$ cat src/rtl/core/cube_corner_perspective_transform_assert.svh
// Assertion macros for the cube corner transform.
// Define NO_ASSERTIONS to compile them out.
`ifndef CUBE_CORNER_PERSPECTIVE_TRANSFORM_ASSERT_SVH
`define CUBE_CORNER_PERSPECTIVE_TRANSFORM_ASSERT_SVH
`ifndef NO_ASSERTIONS
// Same-cycle implication; the consequent may carry a fixed delay.
`define CCPT_ASSERT_IMP(label, cond, prop) \
  label: assert property (@(posedge clk_i) disable iff (!rst_ni) (cond) |-> prop) \
    else $error("ccpt: implication check failed");
// Next-cycle implication.
`define CCPT_ASSERT_NXT(label, cond, prop) \
  label: assert property (@(posedge clk_i) disable iff (!rst_ni) (cond) |=> prop) \
    else $error("ccpt: next-cycle check failed");
`else
`define CCPT_ASSERT_IMP(label, cond, prop)
`define CCPT_ASSERT_NXT(label, cond, prop)
`endif
`endif

$ cat src/rtl/core/ccpt_pkg.sv
`timescale 1ns / 1ps
package ccpt_pkg;

  // Configuration register indexes.
  localparam logic [2:0] REG_ANGLE_X  = 3'd0;
  localparam logic [2:0] REG_ANGLE_Y  = 3'd1;
  localparam logic [2:0] REG_ANGLE_Z  = 3'd2;
  localparam logic [2:0] REG_SHIFT_X  = 3'd3;
  localparam logic [2:0] REG_SHIFT_Y  = 3'd4;
  localparam logic [2:0] REG_SHIFT_Z  = 3'd5;
  localparam logic [2:0] REG_EDGE     = 3'd6;
  localparam logic [2:0] REG_SCREEN   = 3'd7;

  // Rotation matrix: nine Q3.14 entries, row major, entry 0 in the low bits.
  typedef logic [8:0][17:0] mat_t;

  localparam mat_t MAT_IDENTITY = '{18'd16384, 18'd0, 18'd0,
                                    18'd0, 18'd16384, 18'd0,
                                    18'd0, 18'd0, 18'd16384};

  localparam logic signed [15:0] ONE_Q14 = 16'sd16384;
  localparam logic signed [16:0] PIX_MAX = 17'sd40000;

  // Quarter-wave sine table, entry k for k = 0..90 degrees.
  typedef logic [90:0][14:0] sine_tab_t;

  // One table entry: a thirteen-term odd series in Q30, rounded half up to Q14.
  function automatic logic [14:0] sine_entry(input int k);
    logic [63:0]        x;
    logic [63:0]        x2;
    logic [63:0]        term;
    logic [63:0]        q;
    logic signed [63:0] sum;
    x = 64'(k) * 64'd3373259426 / 64'd180;
    x2 = (x * x) >> 30;
    term = x;
    sum = $signed(x);
    for (int n = 1; n <= 12; n++) begin
      term = ((term * x2) >> 30) / 64'((2 * n) * (2 * n + 1));
      if (n[0]) begin
        sum = sum - $signed(term);
      end else begin
        sum = sum + $signed(term);
      end
    end
    if (sum < 0) begin
      sum = '0;
    end
    q = (64'(sum) + 64'd32768) >> 16;
    return (q > 64'd16384) ? 15'd16384 : q[14:0];
  endfunction

  // The whole table, evaluated when the design is elaborated.
  function automatic sine_tab_t build_sine();
    sine_tab_t tab;
    tab = '0;
    for (int k = 0; k <= 90; k++) begin
      tab[k] = sine_entry(k);
    end
    return tab;
  endfunction

  localparam sine_tab_t SINE_Q = build_sine();

  // Reduce an angle below 720 degrees to 0..359.
  function automatic logic [9:0] mod360(input logic [9:0] d);
    return (d >= 10'd360) ? d - 10'd360 : d;
  endfunction

  // Sine of a whole-degree angle in Q1.14.
  function automatic logic signed [15:0] sin_deg(input logic [9:0] d);
    logic [9:0] e;
    logic [9:0] k;
    logic       neg;
    e = mod360(d);
    if (e <= 10'd90) begin
      k = e;
      neg = 1'b0;
    end else if (e <= 10'd180) begin
      k = 10'd180 - e;
      neg = 1'b0;
    end else if (e <= 10'd270) begin
      k = e - 10'd180;
      neg = 1'b1;
    end else begin
      k = 10'd360 - e;
      neg = 1'b1;
    end
    return neg ? -$signed({1'b0, SINE_Q[k[6:0]]}) : $signed({1'b0, SINE_Q[k[6:0]]});
  endfunction

  // Cosine as the sine shifted by a quarter turn.
  function automatic logic signed [15:0] cos_deg(input logic [9:0] d);
    return sin_deg(mod360(d) + 10'd90);
  endfunction

endpackage

$ cat src/rtl/core/ccpt_matrix.sv
`timescale 1ns / 1ps
module ccpt_matrix import ccpt_pkg::*; (
  input  logic       clk_i,
  input  logic       rst_ni,
  input  logic       build_i,
  input  logic [8:0] angle_x_i,
  input  logic [8:0] angle_y_i,
  input  logic [8:0] angle_z_i,
  output logic       busy_o,
  output mat_t       mat_o
);

  localparam logic [2:0] ST_IDLE = 3'd0;
  localparam logic [2:0] ST_LOOK = 3'd1;
  localparam logic [2:0] ST_MUL  = 3'd2;
  localparam logic [2:0] ST_ACC  = 3'd3;
  localparam logic [2:0] ST_WR   = 3'd4;

  logic [2:0] state_q, state_d;
  logic [3:0] cnt_q, cnt_d;
  mat_t       mat_q;

  logic signed [15:0] sx_q, cx_q, sy_q, cy_q, sz_q, cz_q;
  logic signed [15:0] a1, b1, c1, a2, b2;
  logic               n1;
  logic signed [31:0] m1_q, m2_q;
  logic signed [15:0] c1_q;
  logic               n1_q;
  logic signed [47:0] prod, term, t_q;
  logic signed [47:0] rnd;
  logic signed [17:0] entry;

  // Operands of each entry: term1 = a1*b1*c1 (negated on n1), term2 = a2*b2*one.
  always_comb begin
    a1 = '0; b1 = '0; c1 = '0; n1 = 1'b0; a2 = '0; b2 = '0;
    unique case (cnt_q)
      4'd0: begin a1 = cy_q; b1 = cz_q; c1 = ONE_Q14; end
      4'd1: begin a1 = cy_q; b1 = sz_q; c1 = ONE_Q14; n1 = 1'b1; end
      4'd2: begin a1 = sy_q; b1 = ONE_Q14; c1 = ONE_Q14; end
      4'd3: begin a1 = sx_q; b1 = sy_q; c1 = cz_q; a2 = cx_q; b2 = sz_q; end
      4'd4: begin a1 = sx_q; b1 = sy_q; c1 = sz_q; n1 = 1'b1; a2 = cx_q; b2 = cz_q; end
      4'd5: begin a1 = sx_q; b1 = cy_q; c1 = ONE_Q14; n1 = 1'b1; end
      4'd6: begin a1 = cx_q; b1 = sy_q; c1 = cz_q; n1 = 1'b1; a2 = sx_q; b2 = sz_q; end
      4'd7: begin a1 = cx_q; b1 = sy_q; c1 = sz_q; a2 = sx_q; b2 = cz_q; end
      4'd8: begin a1 = cx_q; b1 = cy_q; c1 = ONE_Q14; end
      default: begin a1 = '0; end
    endcase
  end

  // Second product, sum, then round half up to Q14 and saturate.
  always_comb begin
    prod = m1_q * c1_q;
    term = n1_q ? -prod : prod;
    rnd = (t_q + 48'sd134217728) >>> 28;
    if (rnd > 48'sd131071) begin
      entry = 18'sd131071;
    end else if (rnd < -48'sd131072) begin
      entry = -18'sd131072;
    end else begin
      entry = rnd[17:0];
    end
  end

  // Sequencer: a lookup state, then the multiply, accumulate and write states for each entry.
  always_comb begin
    state_d = state_q;
    cnt_d = cnt_q;
    unique case (state_q)
      ST_LOOK: begin state_d = ST_MUL; cnt_d = '0; end
      ST_MUL:  state_d = ST_ACC;
      ST_ACC:  state_d = ST_WR;
      ST_WR: begin
        if (cnt_q == 4'd8) begin
          state_d = ST_IDLE;
        end else begin
          state_d = ST_MUL;
          cnt_d = cnt_q + 4'd1;
        end
      end
      default: state_d = ST_IDLE;
    endcase
    if (build_i) begin
      state_d = ST_LOOK;
      cnt_d = '0;
    end
  end

  always_ff @(posedge clk_i or negedge rst_ni) begin
    if (!rst_ni) begin
      state_q <= ST_IDLE;
      cnt_q <= '0;
      mat_q <= MAT_IDENTITY;
    end else begin
      state_q <= state_d;
      cnt_q <= cnt_d;
      if (state_q == ST_WR) begin
        mat_q[cnt_q] <= entry;
      end
    end
  end

  // Datapath registers.
  always_ff @(posedge clk_i) begin
    if (state_q == ST_LOOK) begin
      sx_q <= sin_deg({1'b0, angle_x_i});
      cx_q <= cos_deg({1'b0, angle_x_i});
      sy_q <= sin_deg({1'b0, angle_y_i});
      cy_q <= cos_deg({1'b0, angle_y_i});
      sz_q <= sin_deg({1'b0, angle_z_i});
      cz_q <= cos_deg({1'b0, angle_z_i});
    end
    if (state_q == ST_MUL) begin
      m1_q <= a1 * b1;
      m2_q <= a2 * b2;
      c1_q <= c1;
      n1_q <= n1;
    end
    if (state_q == ST_ACC) begin
      t_q <= term + (48'(m2_q) <<< 14);
    end
  end

  assign busy_o = (state_q != ST_IDLE);
  assign mat_o = mat_q;

endmodule

$ cat config.mk
export PLATFORM = sky130hd
export DESIGN_NAME = ccpt_matrix
export DESIGN_NICKNAME = d
export VERILOG_FILES = /design/src/rtl/core/cube_corner_perspective_transform_assert.svh /design/src/rtl/core/ccpt_pkg.sv /design/src/rtl/core/ccpt_matrix.sv
export SDC_FILE = /design/constraint.sdc
export NUM_CORES = 2
export LEC_CHECK = 0
export BUFFER_PORTS_ARGS = -buffer_cell sky130_fd_sc_hd__clkbuf_2
export CAP_MARGIN = 10
export CORE_MARGIN = 4
export CORE_UTILIZATION = 41
export DETAILED_ROUTE_END_ITERATION = 10
export SLEW_MARGIN = 25
export SYNTH_ARGS = -nofsm -noshare
export SYNTH_HDL_FRONTEND = slang
export SYNTH_SLANG_ARGS = --single-unit
$ cat constraint.sdc
create_clock -name clk_i -period 17.1 [get_ports clk_i]
set_clock_uncertainty 0.1 [all_clocks]
set_input_delay 3.42 -clock clk_i [delete_from_list [all_inputs] [get_ports clk_i]]
set_output_delay 3.42 -clock clk_i [all_outputs]
set_load 0.005 [all_outputs]
==> flow_metrics.tcl <==
set metrics [dict create \
    wirelength_mm 222 \
    final_max_slew_viol_count 0 \
    synthArstFlopShare 0.460 \
    worstPathArrival_ps 13000 \
    hpwl_mm 171 \
    cp_slowest_cell "mux2i_2" \
    fmax_mhz 78.4 \
    drv_cap 0 \
    cts_hold_buf 0 \
    fp.dieW_um 426 \
    numCtsBuffers 42 \
    drcViolationCount 0 \
    grt_pass1_vias 61567 \
    layout.cells.most_common_list "inv_1, nand2_1, fa_1" \
    worst_pin_slew_ps 1100 \
    tns_ps 0 \
    cts_tree "yes" \
    synthCells 8406 \
    grt_antenna_before_repair 2 \
    layout-drive-gt1-share 0.0687 \
    syn-num-nets 9890 \
    r2r_setup_slack_ps 5270 \
    yosysWarnings 0 \
    rsz0062_at_grt "false" \
    place_area_um2 74600 \
    vias_per_cell 5.79 \
    vias 61771 \
    firstDrtPassIters 7 \
    max_stage_delay_ps 850 \
    worstRegToRegCells 37 \
    synthFlopType "edfxtp_1" \
    final_common_cell "inv_1" \
    dieArea_um2 181000 \
    ys_seq_elements 367 \
    core_area_um2 174000 \
    fin_crit_sh 0.746 \
    ys_types 132 \
    multi_input_area_um2 55100 \
    area.growth.synth_to_final_pct 6.12 \
    slew_headroom 0.268 \
    period_needed_ps 12760 \
    ys_seq_area_frac 0.142 \
    cp_max_fo 19 \
    status "completed" \
    gp_congestion 0.995 \
    holdPathStages 2 \
    fill_cells 17232 \
    wl_met3_mm 14.0 \
    fin_hold_ws_ps 377 \
    cts_max_path_buffers 3 \
    ff_latch_area_um2 10200 \
    clkSlewWorstSetupHoldPaths_ps 60 \
    hold_viol 0 \
    ios 193 \
    met1_length_mm 96.6 \
    insertion_delay_ps 610 \
    numPortBuffers 192 \
    topRoutingLayerUsed "met4" \
    critical_path.startpoint_type "input port" \
    cp-end-kind "flip-flop" \
    grt_max_degree 94 \
    path_class "input port to flip-flop" \
    hp-class "flip-flop to flip-flop" \
    cts_setup_buffers 0 \
    synth_edf_count 198 \
    drt_iter0_drc 5995 \
    final_area_um2 75900 \
    final_nets 9787 \
    overflow 0 \
    syn-mean-instance-area_um2 8.51 \
    cp.required_ps 17340 \
    htree_levels 2 \
    cts-resized-gates 0 \
    netlist_area_um2 71500 \
    met2_length_mm 105 \
    initial_core_util 0.412 \
    cts.sinks 367 \
    detail-route-antenna-nets 0 \
    grt_use_total 0.242 \
    wl_per_cell_um 20.8 \
    root_buffer "clkbuf_16" \
    setup_viol 0 \
    grt_pass1_wl_mm 353 \
    fp.dieH_um 426 \
    rows 153 \
]
synthesized netlist by cell type (39+ instances only):
cell type,n,share of area
inv_1,1222,0.064
nand2_1,1184,0.062
fa_1,1012,0.28
nor2_1,540,0.028
ha_1,442,0.077
o21ai_0,404,0.028
a21oi_1,359,0.025
clkbuf_1,339,0.018
and2_1,229,0.020
xnor2_1,221,0.027
edfxtp_1,198,0.083
dfrtp_1,166,0.058
nand3_1,158,0.011
nor3_1,134,0.0094
o211ai_1,108,0.011
a31oi_1,88,0.0077
a211oi_1,79,0.0083
xor2_1,76,0.0093
a21o_1,67,0.0070
buf_2,65,0.0045
nand2b_1,62,0.0054
a22o_1,60,0.0073
nand4_1,56,0.0049
o21a_1,54,0.0057
a22oi_1,51,0.0054
and3_1,50,0.0044
a221oi_1,44,0.0054
or3_1,43,0.0038
mux2i_1,41,0.0057
nor2b_1,41,0.0036
o31ai_1,39,0.0041
per-layer routing:
metal	GRT usage	vias up
met2	0.397	2361
met4	0.0718	0
met5	0	-
met3	0.0263	380
met1	0.337	30938
li1	-	28092
path summary, 6_finish.rpt:
check                                        from                      to
max in group asynchronous                  rst_ni  mat_o[124]$_DFFE_PN0P_
max                                  angle_z_i[5]       cz_q[9]$_DFFE_PP_
min                        mat_o[123]$_DFFE_PN0P_  mat_o[123]$_DFFE_PN0P_
min in group asynchronous                  rst_ni  mat_o[154]$_DFFE_PN0P_
max reg2reg                     m1_q[5]$_DFFE_PP_       t_q[47]$_DFFE_PP_
min reg2reg                mat_o[123]$_DFFE_PN0P_  mat_o[123]$_DFFE_PN0P_
metrics by stage:
stage,setup WS [ps],std cells,utilization
5_1_grt,3740,10657,0.437
4_1_cts,4660,10655,0.437
3_3_place_gp,4100,10581,0.429
6_report,4340,10660,0.437
2_1_floorplan,6200,8406,-
3_5_place_dp,4040,10582,0.430
registers in the layout, indices dropped and copies added (netlist names):
name / flops
cx_q: 16
state_q: 3
sz_q: 16
m2_q: 32
c1_q: 16
mat_o: 162
sy_q: 16
t_q: 21
cnt_q: 4
sx_q: 16
n1_q: 1
cy_q: 16
m1_q: 32
cz_q: 16
worst max-delay path, delay by kind of cell:
family                   cells  cell delay (ps)
multiplexers                 1              850
AND/OR/NAND/NOR              4              960
adder cells (fa/ha/maj)      3             1150
XOR/XNOR                     2              600
buffers and inverters        4             1470
AO/OA/AOI/OAI               14             4520
cells by family after synthesis:
group	share of synthesized area
adders and majority gates	0.361
buffers and inverters	0.0904
xor gates and xnor gates	0.0380
muxes	0.0174
and+or+nand+nor	0.171
AOI/OAI and AO/OA	0.180
DFF	0.142
final cells by class:
type | instances | area share
clock inverters | 11 | 0.00125
multi-input cells | 6354 | 0.726
clock buffers | 62 | 0.0157
well taps | 2325 | 0.0383
repair buffers | 307 | 0.0242
inverters | 1231 | 0.0609
diodes | 3 | 0.0000989
flip-flops and latches | 367 | 0.134
Power is left out: the tool's default activity adds up to more than one toggle a clock period on the data nets, which glitch-free logic cannot reach.
