`config.mk`:
```
export PLATFORM = sky130hd
export DESIGN_NAME = ccpt_rotate
export DESIGN_NICKNAME = d
export VERILOG_FILES = /design/src/rtl/core/cube_corner_perspective_transform_assert.svh /design/src/rtl/core/ccpt_pkg.sv /design/src/rtl/core/ccpt_rotate.sv
export SDC_FILE = /design/constraint.sdc
export NUM_CORES = 2
export LEC_CHECK = 0
export ABC_AREA = 1
export BUFFER_PORTS_ARGS = -buffer_cell sky130_fd_sc_hd__buf_4
export CAP_MARGIN = 20
export CORE_MARGIN = 5
export CORE_UTILIZATION = 60
export CTS_BUF_LIST = sky130_fd_sc_hd__clkbuf_8
export CTS_CLUSTER_DIAMETER = 150
export DETAILED_ROUTE_END_ITERATION = 10
export PLACE_DENSITY = 0.86
export RECOVER_POWER = 25
export SLEW_MARGIN = 25
export SYNTH_ARGS = -nofsm -noshare
export SYNTH_HDL_FRONTEND = slang
export SYNTH_SLANG_ARGS = --single-unit
```
`constraint.sdc`:
```
create_clock -name clk_i -period 10.2 [get_ports clk_i]
set_input_delay 1.02 -clock clk_i [delete_from_list [all_inputs] [get_ports clk_i]]
set_output_delay 1.02 -clock clk_i [all_outputs]
set_load 0.1 [all_outputs]
```
`src/rtl/core/cube_corner_perspective_transform_assert.svh`:
```
// Assertion macros for the cube corner transform.
// Define NO_ASSERTIONS to compile them out.
`ifndef CUBE_CORNER_PERSPECTIVE_TRANSFORM_ASSERT_SVH
`define CUBE_CORNER_PERSPECTIVE_TRANSFORM_ASSERT_SVH
`ifndef NO_ASSERTIONS
// Same-cycle implication; the consequent may carry a fixed delay.
`define CCPT_ASSERT_IMP(label, cond, prop) \
  label: assert property (@(posedge clk_i) disable iff (!rst_ni) (cond) |-> prop) \
    else $error("ccpt: implication check failed");
// Next-cycle implication.
`define CCPT_ASSERT_NXT(label, cond, prop) \
  label: assert property (@(posedge clk_i) disable iff (!rst_ni) (cond) |=> prop) \
    else $error("ccpt: next-cycle check failed");
`else
`define CCPT_ASSERT_IMP(label, cond, prop)
`define CCPT_ASSERT_NXT(label, cond, prop)
`endif
`endif

```
`src/rtl/core/ccpt_pkg.sv`:
```
`timescale 1ns / 1ps
package ccpt_pkg;

  // Configuration register indexes.
  localparam logic [2:0] REG_ANGLE_X  = 3'd0;
  localparam logic [2:0] REG_ANGLE_Y  = 3'd1;
  localparam logic [2:0] REG_ANGLE_Z  = 3'd2;
  localparam logic [2:0] REG_SHIFT_X  = 3'd3;
  localparam logic [2:0] REG_SHIFT_Y  = 3'd4;
  localparam logic [2:0] REG_SHIFT_Z  = 3'd5;
  localparam logic [2:0] REG_EDGE     = 3'd6;
  localparam logic [2:0] REG_SCREEN   = 3'd7;

  // Rotation matrix: nine Q3.14 entries, row major, entry 0 in the low bits.
  typedef logic [8:0][17:0] mat_t;

  localparam mat_t MAT_IDENTITY = '{18'd16384, 18'd0, 18'd0,
                                    18'd0, 18'd16384, 18'd0,
                                    18'd0, 18'd0, 18'd16384};

  localparam logic signed [15:0] ONE_Q14 = 16'sd16384;
  localparam logic signed [16:0] PIX_MAX = 17'sd40000;

  // Quarter-wave sine table, entry k for k = 0..90 degrees.
  typedef logic [90:0][14:0] sine_tab_t;

  // One table entry: a thirteen-term odd series in Q30, rounded half up to Q14.
  function automatic logic [14:0] sine_entry(input int k);
    logic [63:0]        x;
    logic [63:0]        x2;
    logic [63:0]        term;
    logic [63:0]        q;
    logic signed [63:0] sum;
    x = 64'(k) * 64'd3373259426 / 64'd180;
    x2 = (x * x) >> 30;
    term = x;
    sum = $signed(x);
    for (int n = 1; n <= 12; n++) begin
      term = ((term * x2) >> 30) / 64'((2 * n) * (2 * n + 1));
      if (n[0]) begin
        sum = sum - $signed(term);
      end else begin
        sum = sum + $signed(term);
      end
    end
    if (sum < 0) begin
      sum = '0;
    end
    q = (64'(sum) + 64'd32768) >> 16;
    return (q > 64'd16384) ? 15'd16384 : q[14:0];
  endfunction

  // The whole table, evaluated when the design is elaborated.
  function automatic sine_tab_t build_sine();
    sine_tab_t tab;
    tab = '0;
    for (int k = 0; k <= 90; k++) begin
      tab[k] = sine_entry(k);
    end
    return tab;
  endfunction

  localparam sine_tab_t SINE_Q = build_sine();

  // Reduce an angle below 720 degrees to 0..359.
  function automatic logic [9:0] mod360(input logic [9:0] d);
    return (d >= 10'd360) ? d - 10'd360 : d;
  endfunction

  // Sine of a whole-degree angle in Q1.14.
  function automatic logic signed [15:0] sin_deg(input logic [9:0] d);
    logic [9:0] e;
    logic [9:0] k;
    logic       neg;
    e = mod360(d);
    if (e <= 10'd90) begin
      k = e;
      neg = 1'b0;
    end else if (e <= 10'd180) begin
      k = 10'd180 - e;
      neg = 1'b0;
    end else if (e <= 10'd270) begin
      k = e - 10'd180;
      neg = 1'b1;
    end else begin
      k = 10'd360 - e;
      neg = 1'b1;
    end
    return neg ? -$signed({1'b0, SINE_Q[k[6:0]]}) : $signed({1'b0, SINE_Q[k[6:0]]});
  endfunction

  // Cosine as the sine shifted by a quarter turn.
  function automatic logic signed [15:0] cos_deg(input logic [9:0] d);
    return sin_deg(mod360(d) + 10'd90);
  endfunction

endpackage

```
`src/rtl/core/ccpt_rotate.sv`:
```
`timescale 1ns / 1ps
module ccpt_rotate import ccpt_pkg::*; #(
  parameter int FRAC_BITS = 8
) (
  input  logic                       clk_i,
  input  logic                       rst_ni,
  input  logic                       valid_i,
  input  logic [2:0]                 corner_i,
  input  mat_t                       mat_i,
  input  logic [7:0]                 cube_edge_i,
  input  logic signed [8:0]          shift_x_i,
  input  logic signed [8:0]          shift_y_i,
  input  logic signed [8:0]          shift_z_i,
  output logic                       valid_o,
  output logic signed [FRAC_BITS+11:0] r_x_o,
  output logic signed [FRAC_BITS+11:0] r_y_o,
  output logic signed [FRAC_BITS+11:0] r_z_o
);

  localparam int W  = 12 + FRAC_BITS;
  localparam int AW = 29 + FRAC_BITS;
  localparam logic signed [AW-1:0] HALF = signed'({{(AW-14){1'b0}}, 1'b1, 13'b0});
  localparam logic signed [AW-1:0] CMAX = signed'({{(AW-W+1){1'b0}}, {(W-1){1'b1}}});
  localparam logic signed [AW-1:0] CMIN = -CMAX - 1;

  logic                v1_q, v2_q, v3_q;
  logic [2:0]          sgn_q;
  logic signed [26:0]  p_q [9];
  logic signed [28:0]  acc_d [3];
  logic signed [28:0]  acc_q [3];
  logic signed [AW-1:0] ext [3];
  logic signed [AW-1:0] tot [3];
  logic signed [AW-1:0] sh [3];
  logic signed [W-1:0] r_d [3];
  logic signed [W-1:0] r_q [3];

  // Sum of the three signed products in each row.
  always_comb begin
    for (int i = 0; i < 3; i++) begin
      acc_d[i] = '0;
      for (int j = 0; j < 3; j++) begin
        acc_d[i] = sgn_q[j] ? acc_d[i] + 29'(p_q[i*3+j]) : acc_d[i] - 29'(p_q[i*3+j]);
      end
    end
  end

  // Scale by half the edge, round half up to the coordinate format, shift, saturate.
  always_comb begin
    sh[0] = AW'(shift_x_i) <<< FRAC_BITS;
    sh[1] = AW'(shift_y_i) <<< FRAC_BITS;
    sh[2] = AW'(shift_z_i) <<< FRAC_BITS;
    for (int i = 0; i < 3; i++) begin
      ext[i] = AW'(acc_q[i]) <<< (FRAC_BITS - 1);
      tot[i] = ((ext[i] + HALF) >>> 14) + sh[i];
      if (tot[i] > CMAX) begin
        r_d[i] = CMAX[W-1:0];
      end else if (tot[i] < CMIN) begin
        r_d[i] = CMIN[W-1:0];
      end else begin
        r_d[i] = tot[i][W-1:0];
      end
    end
  end

  always_ff @(posedge clk_i or negedge rst_ni) begin
    if (!rst_ni) begin
      v1_q <= 1'b0;
      v2_q <= 1'b0;
      v3_q <= 1'b0;
    end else begin
      v1_q <= valid_i;
      v2_q <= v1_q;
      v3_q <= v2_q;
    end
  end

  // Corner signs and matrix times edge, then row sums, then rounded coordinates.
  always_ff @(posedge clk_i) begin
    sgn_q <= {corner_i[2], corner_i[1], corner_i[0] ^ corner_i[1]};
    for (int i = 0; i < 9; i++) begin
      p_q[i] <= $signed(mat_i[i]) * $signed({1'b0, cube_edge_i});
    end
    acc_q <= acc_d;
    r_q <= r_d;
  end

  assign valid_o = v3_q;
  assign r_x_o = r_q[0];
  assign r_y_o = r_q[1];
  assign r_z_o = r_q[2];

endmodule

```
==> results.md <==
- The worst register-to-register path begins at sgn_q[1]$_DFF_P_.
- The vertical extent of the die is 361 um.
- The I/O pin count is 264.
- The net count after synthesis is around 12000.
- Setup repair after global routing left no endpoint under its margin.
- Setup violations remaining at the end of the flow were counted as 0.
- The post-synth design cell area is approximately 74000 sq um.
- The area of the die is ~130000 sq um.
- sky130_fd_sc_hd__inv_1 is the most common cell in the netlist.
- Across the routed clock network, the largest skew measured is 0.0376 ns.
- The most used routing layer is met2.
- In this run the worst hold path is classified as input port to async pin.
- Of the synthesized area, sequential elements account for 10.2%.
- The worst register-to-register path ends at acc_q[55]$_DFF_P_.
- Summed over all layers, the global routing overflow is 0.
- The number of cells on the worst reg-to-reg path is 23.
- The max capacitance violation total is 0.
- By startpoint and endpoint, the worst setup path is classified as input port to register.
- The DRC violation total after the first TritonRoute iteration is roughly 5000.
- For the final routed database, the setup TNS stands at 0 ns.
- The worst setup path is launched from an input port.
- Entering global routing, the biggest net connects approximately 100 pins.
- Data on the critical path is required at its endpoint by between 10 and 15 ns.
- The count of buffers added on input and output ports is approximately 260.
- The first-pass GRT wire length is 325000 um.
- The number of iterations in the first detailed-routing pass is 6.
- The total track usage is ~30%.
- The number of warnings issued by yosys is 0.
- Across all setup checks in the final design, the least slack found is around 4.4 ns.
- Post-CTS repair changed the size of 0 cells.
- At the pin with the least slew margin, the transition time is between 1 and 1.5 ns.
- The effective utilization at floorplan is approximately three fifths.
- By count the netlist is led by sky130_fd_sc_hd__inv_1 (2695), sky130_fd_sc_hd__nand2_1 (2400), sky130_fd_sc_hd__fa_1 (1032), sky130_fd_sc_hd__ha_1 (708), sky130_fd_sc_hd__nor2_1 (590).
- For the worst-skew pair, the clock arrives at the later sink with an insertion delay of 0.72 ns.
- The root buffer cell chosen for the clock tree is sky130_fd_sc_hd__clkbuf_8.
- The synthesis-to-finish area growth is 5.74%.
- In the global route stage, met2 resource usage came out at about half.
- The number of global-route vias before repair is between 60000 and 70000.
- Detailed routing inserted a total of around 64000 vias.
- After detailed routing, the average wire length per cell comes to 16.3 um.
- The placeable core region is approximately 120000 sq um.
- The initial antenna violation count is 19.
- The clock net in this run drives a total of approximately 380 sinks.
- Sorting the synthesized cells by area gives the leading types as sky130_fd_sc_hd__fa_1 (28%), sky130_fd_sc_hd__inv_1 (14%), sky130_fd_sc_hd__nand2_1 (12%).
- The average cell area after synthesis is 7.20 sq um.
- The fraction of final layout cells sized beyond drive strength 1 is under 10%.
- After clock tree synthesis, the flow added hold-fix buffers numbering 0.
- The synthesized design contains 378 register bits.
- The horizontal extent of the die is 361 um.
- The global placement routability congestion is between 0.9 and 1.
- The filler cells instantiated in the layout total 10400.
- Dividing the final minimum period by the clock period gives 57.0%.
- The residual antenna-violating net count after detailed routing is 0.
- The proportion of synthesized flip-flops having asynchronous set or reset is 0.794%.
- The setup slack at placement is 3.78 ns.
- The worst pin sits at a relative slew slack of roughly a fifth.
- Of all nets on the critical path, the largest fanout is between 80 and 90.
- The HPWL reported at the end of detailed placement is approximately 160000 um.
- In the global route stage, met1 resource usage came out at 39.1%.
- The number of CTS-inserted buffers is 69.
- The synthesized instance count is roughly 10000.
- For flop-to-flop paths, the worst setup slack is about 4.5 ns.
- The clock period minus worst slack is approximately 5.8 ns.
- The critical path data arrival time is approximately 6.4 ns.
- The H-tree depth reported by CTS is 3.
- After detailed routing, the number of remaining DRC violations is 0.
- For this block, the routed nets add up to a little under 200000 um of wire.
- The synthesized design contains 0 enable-type register cells.
- The unique cell type count in the Yosys netlist is 48.
- For met3 alone, demand over resource in global routing was under 10%.
- Based on the critical path, the design can be clocked at up to 172 MHz.
- The most used flip-flop cell after synthesis is sky130_fd_sc_hd__dfxtp_1.
- The number of slew-limit violations in the final report is 0.
- The top cell type by total area after synthesis is sky130_fd_sc_hd__fa_1.
- Clock-pin slew was measured on the worst setup and hold paths at ~0.06 ns.
- In this run the deepest clock path goes through 3 buffers.
- The post-CTS setup repair buffer count is 0.
- The count of final hold-check violations came to 0.
- In this run the biggest area consumer among cell types represents between 20% and 30% of the synthesized area.
- The critical path endpoint category is a register.
- For this run, the post-layout net count is about 12000.
- The flow ran to the end, and the final reports show no timing, DRC or antenna violations.
- After detailed routing, the number of vias per cell comes to ~5.3.
- TritonCTS built the clock tree.
- The total number of placement rows is between 100 and 150.
[per-stage QoR]
| step | std cells | util [%] | hold WS, ns | area, sq um |
|---|---|---|---|---|
| 6_report | 12000 | 64.1 | 0.116 | 78300 |
| 5_1_grt | 12000 | 64.1 | 0.109 | 78300 |
| 4_1_cts | 12000 | 64.2 | 0.0410 | 78500 |
| 3_5_place_dp | 11900 | 62.8 | 0.338 | 76800 |
| 3_3_place_gp | 11900 | 62.8 | 0.344 | 76800 |
| 2_1_floorplan | 10300 | - | 0.331 | 74000 |
[area by class of cell]
class                      count  area, sq um  area share [%]
inverter                    2697        10100            12.9
clock inverter                43          578           0.738
multi-input combinational   6874        54800            70.0
antenna                       14         35.0          0.0448
clock buffer                  83         1140            1.46
sequential                   378         7580            9.69
tap                         1625         2030            2.60
timing repair buffer         282         1990            2.54
[cell families (layout without fill, tap and decap cells)]
kind of cell / after synthesis / in the layout / share of synthesized area [%]
xor gates and xnor gates: 681 / 681 / 8.07
adders and majority gates: 1740 / 1740 / 39.9
other: 0 / 14 / 0
DFF: 378 / 378 / 10.2
AOI/OAI and AO/OA: 1020 / 1020 / 7.67
and+or+nand+nor: 3433 / 3433 / 18.4
buffers and inverters: 3037 / 3105 / 15.7
[critical path: stages]
cell	delay, ns
sky130_fd_sc_hd__buf_6	0.55
sky130_fd_sc_hd__buf_12	0.39
sky130_fd_sc_hd__nand2_1	0.17
sky130_fd_sc_hd__fa_1	0.58
sky130_fd_sc_hd__inv_1	0.06
sky130_fd_sc_hd__fa_1	0.50
sky130_fd_sc_hd__inv_1	0.07
sky130_fd_sc_hd__fa_1	0.50
sky130_fd_sc_hd__fa_1	0.50
sky130_fd_sc_hd__inv_1	0.04
sky130_fd_sc_hd__ha_1	0.33
sky130_fd_sc_hd__nand2_1	0.06
sky130_fd_sc_hd__o21ai_0	0.46
sky130_fd_sc_hd__a21boi_0	0.29
sky130_fd_sc_hd__o21ai_0	0.36
sky130_fd_sc_hd__a31oi_1	0.15
sky130_fd_sc_hd__xnor2_1	0.14
[metal layers]
metal  share of wire, %  up-vias  routed length (um)
li1                   -    30500                   -
met1                 42    30500               81000
met2                 47     2442               91800
met3                8.1      497               15800
met4                3.2       10                6290
met5              0.025        -                  48
[layout by cell type, fill, tap and decap left out, types with 35 or more instances in the layout]
master,netlist,final
sky130_fd_sc_hd__o21ai_0,284,284
sky130_fd_sc_hd__nor3_1,72,73
sky130_fd_sc_hd__buf_4,6,203
sky130_fd_sc_hd__nand3_1,238,238
sky130_fd_sc_hd__a21oi_1,495,495
sky130_fd_sc_hd__ha_1,708,708
sky130_fd_sc_hd__clkbuf_8,0,83
sky130_fd_sc_hd__clkbuf_1,168,63
sky130_fd_sc_hd__nor2_1,590,590
sky130_fd_sc_hd__nand4_1,66,66
sky130_fd_sc_hd__a21boi_0,35,35
sky130_fd_sc_hd__dfxtp_1,375,375
sky130_fd_sc_hd__nand2_1,2400,2400
sky130_fd_sc_hd__nor4_1,36,37
sky130_fd_sc_hd__a31oi_1,45,45
sky130_fd_sc_hd__inv_1,2695,2703
sky130_fd_sc_hd__xor2_1,387,387
sky130_fd_sc_hd__fa_1,1032,1032
sky130_fd_sc_hd__xnor2_1,293,293
[state kept, by name, indices dropped and copies added (netlist names)]
signal   flops
acc_q       69
p_q        243
r_x_o       20
r_y_o       20
r_z_o       20
sgn_q        3
v1_q         1
v2_q         1
valid_o      1
[worst max path at each step]
stage	start	end	slack, ns	cells after the start
finish	cube_edge_i[0]	p_q[0][207]$_DFF_P_	4.39	17
global route	cube_edge_i[1]	p_q[0][180]$_DFF_P_	4.05	17
CTS	cube_edge_i[0]	p_q[0][180]$_DFF_P_	4.54	17
detailed placement	cube_edge_i[0]	p_q[0][180]$_DFF_P_	3.78	17
global placement	cube_edge_i[0]	p_q[0][207]$_DFF_P_	3.98	17
floorplan	cube_edge_i[0]	p_q[0][151]$_DFF_P_	4.59	19
Power is not shown: default switching activity piles up to over one toggle a cycle in this logic, so the estimate is an artifact.
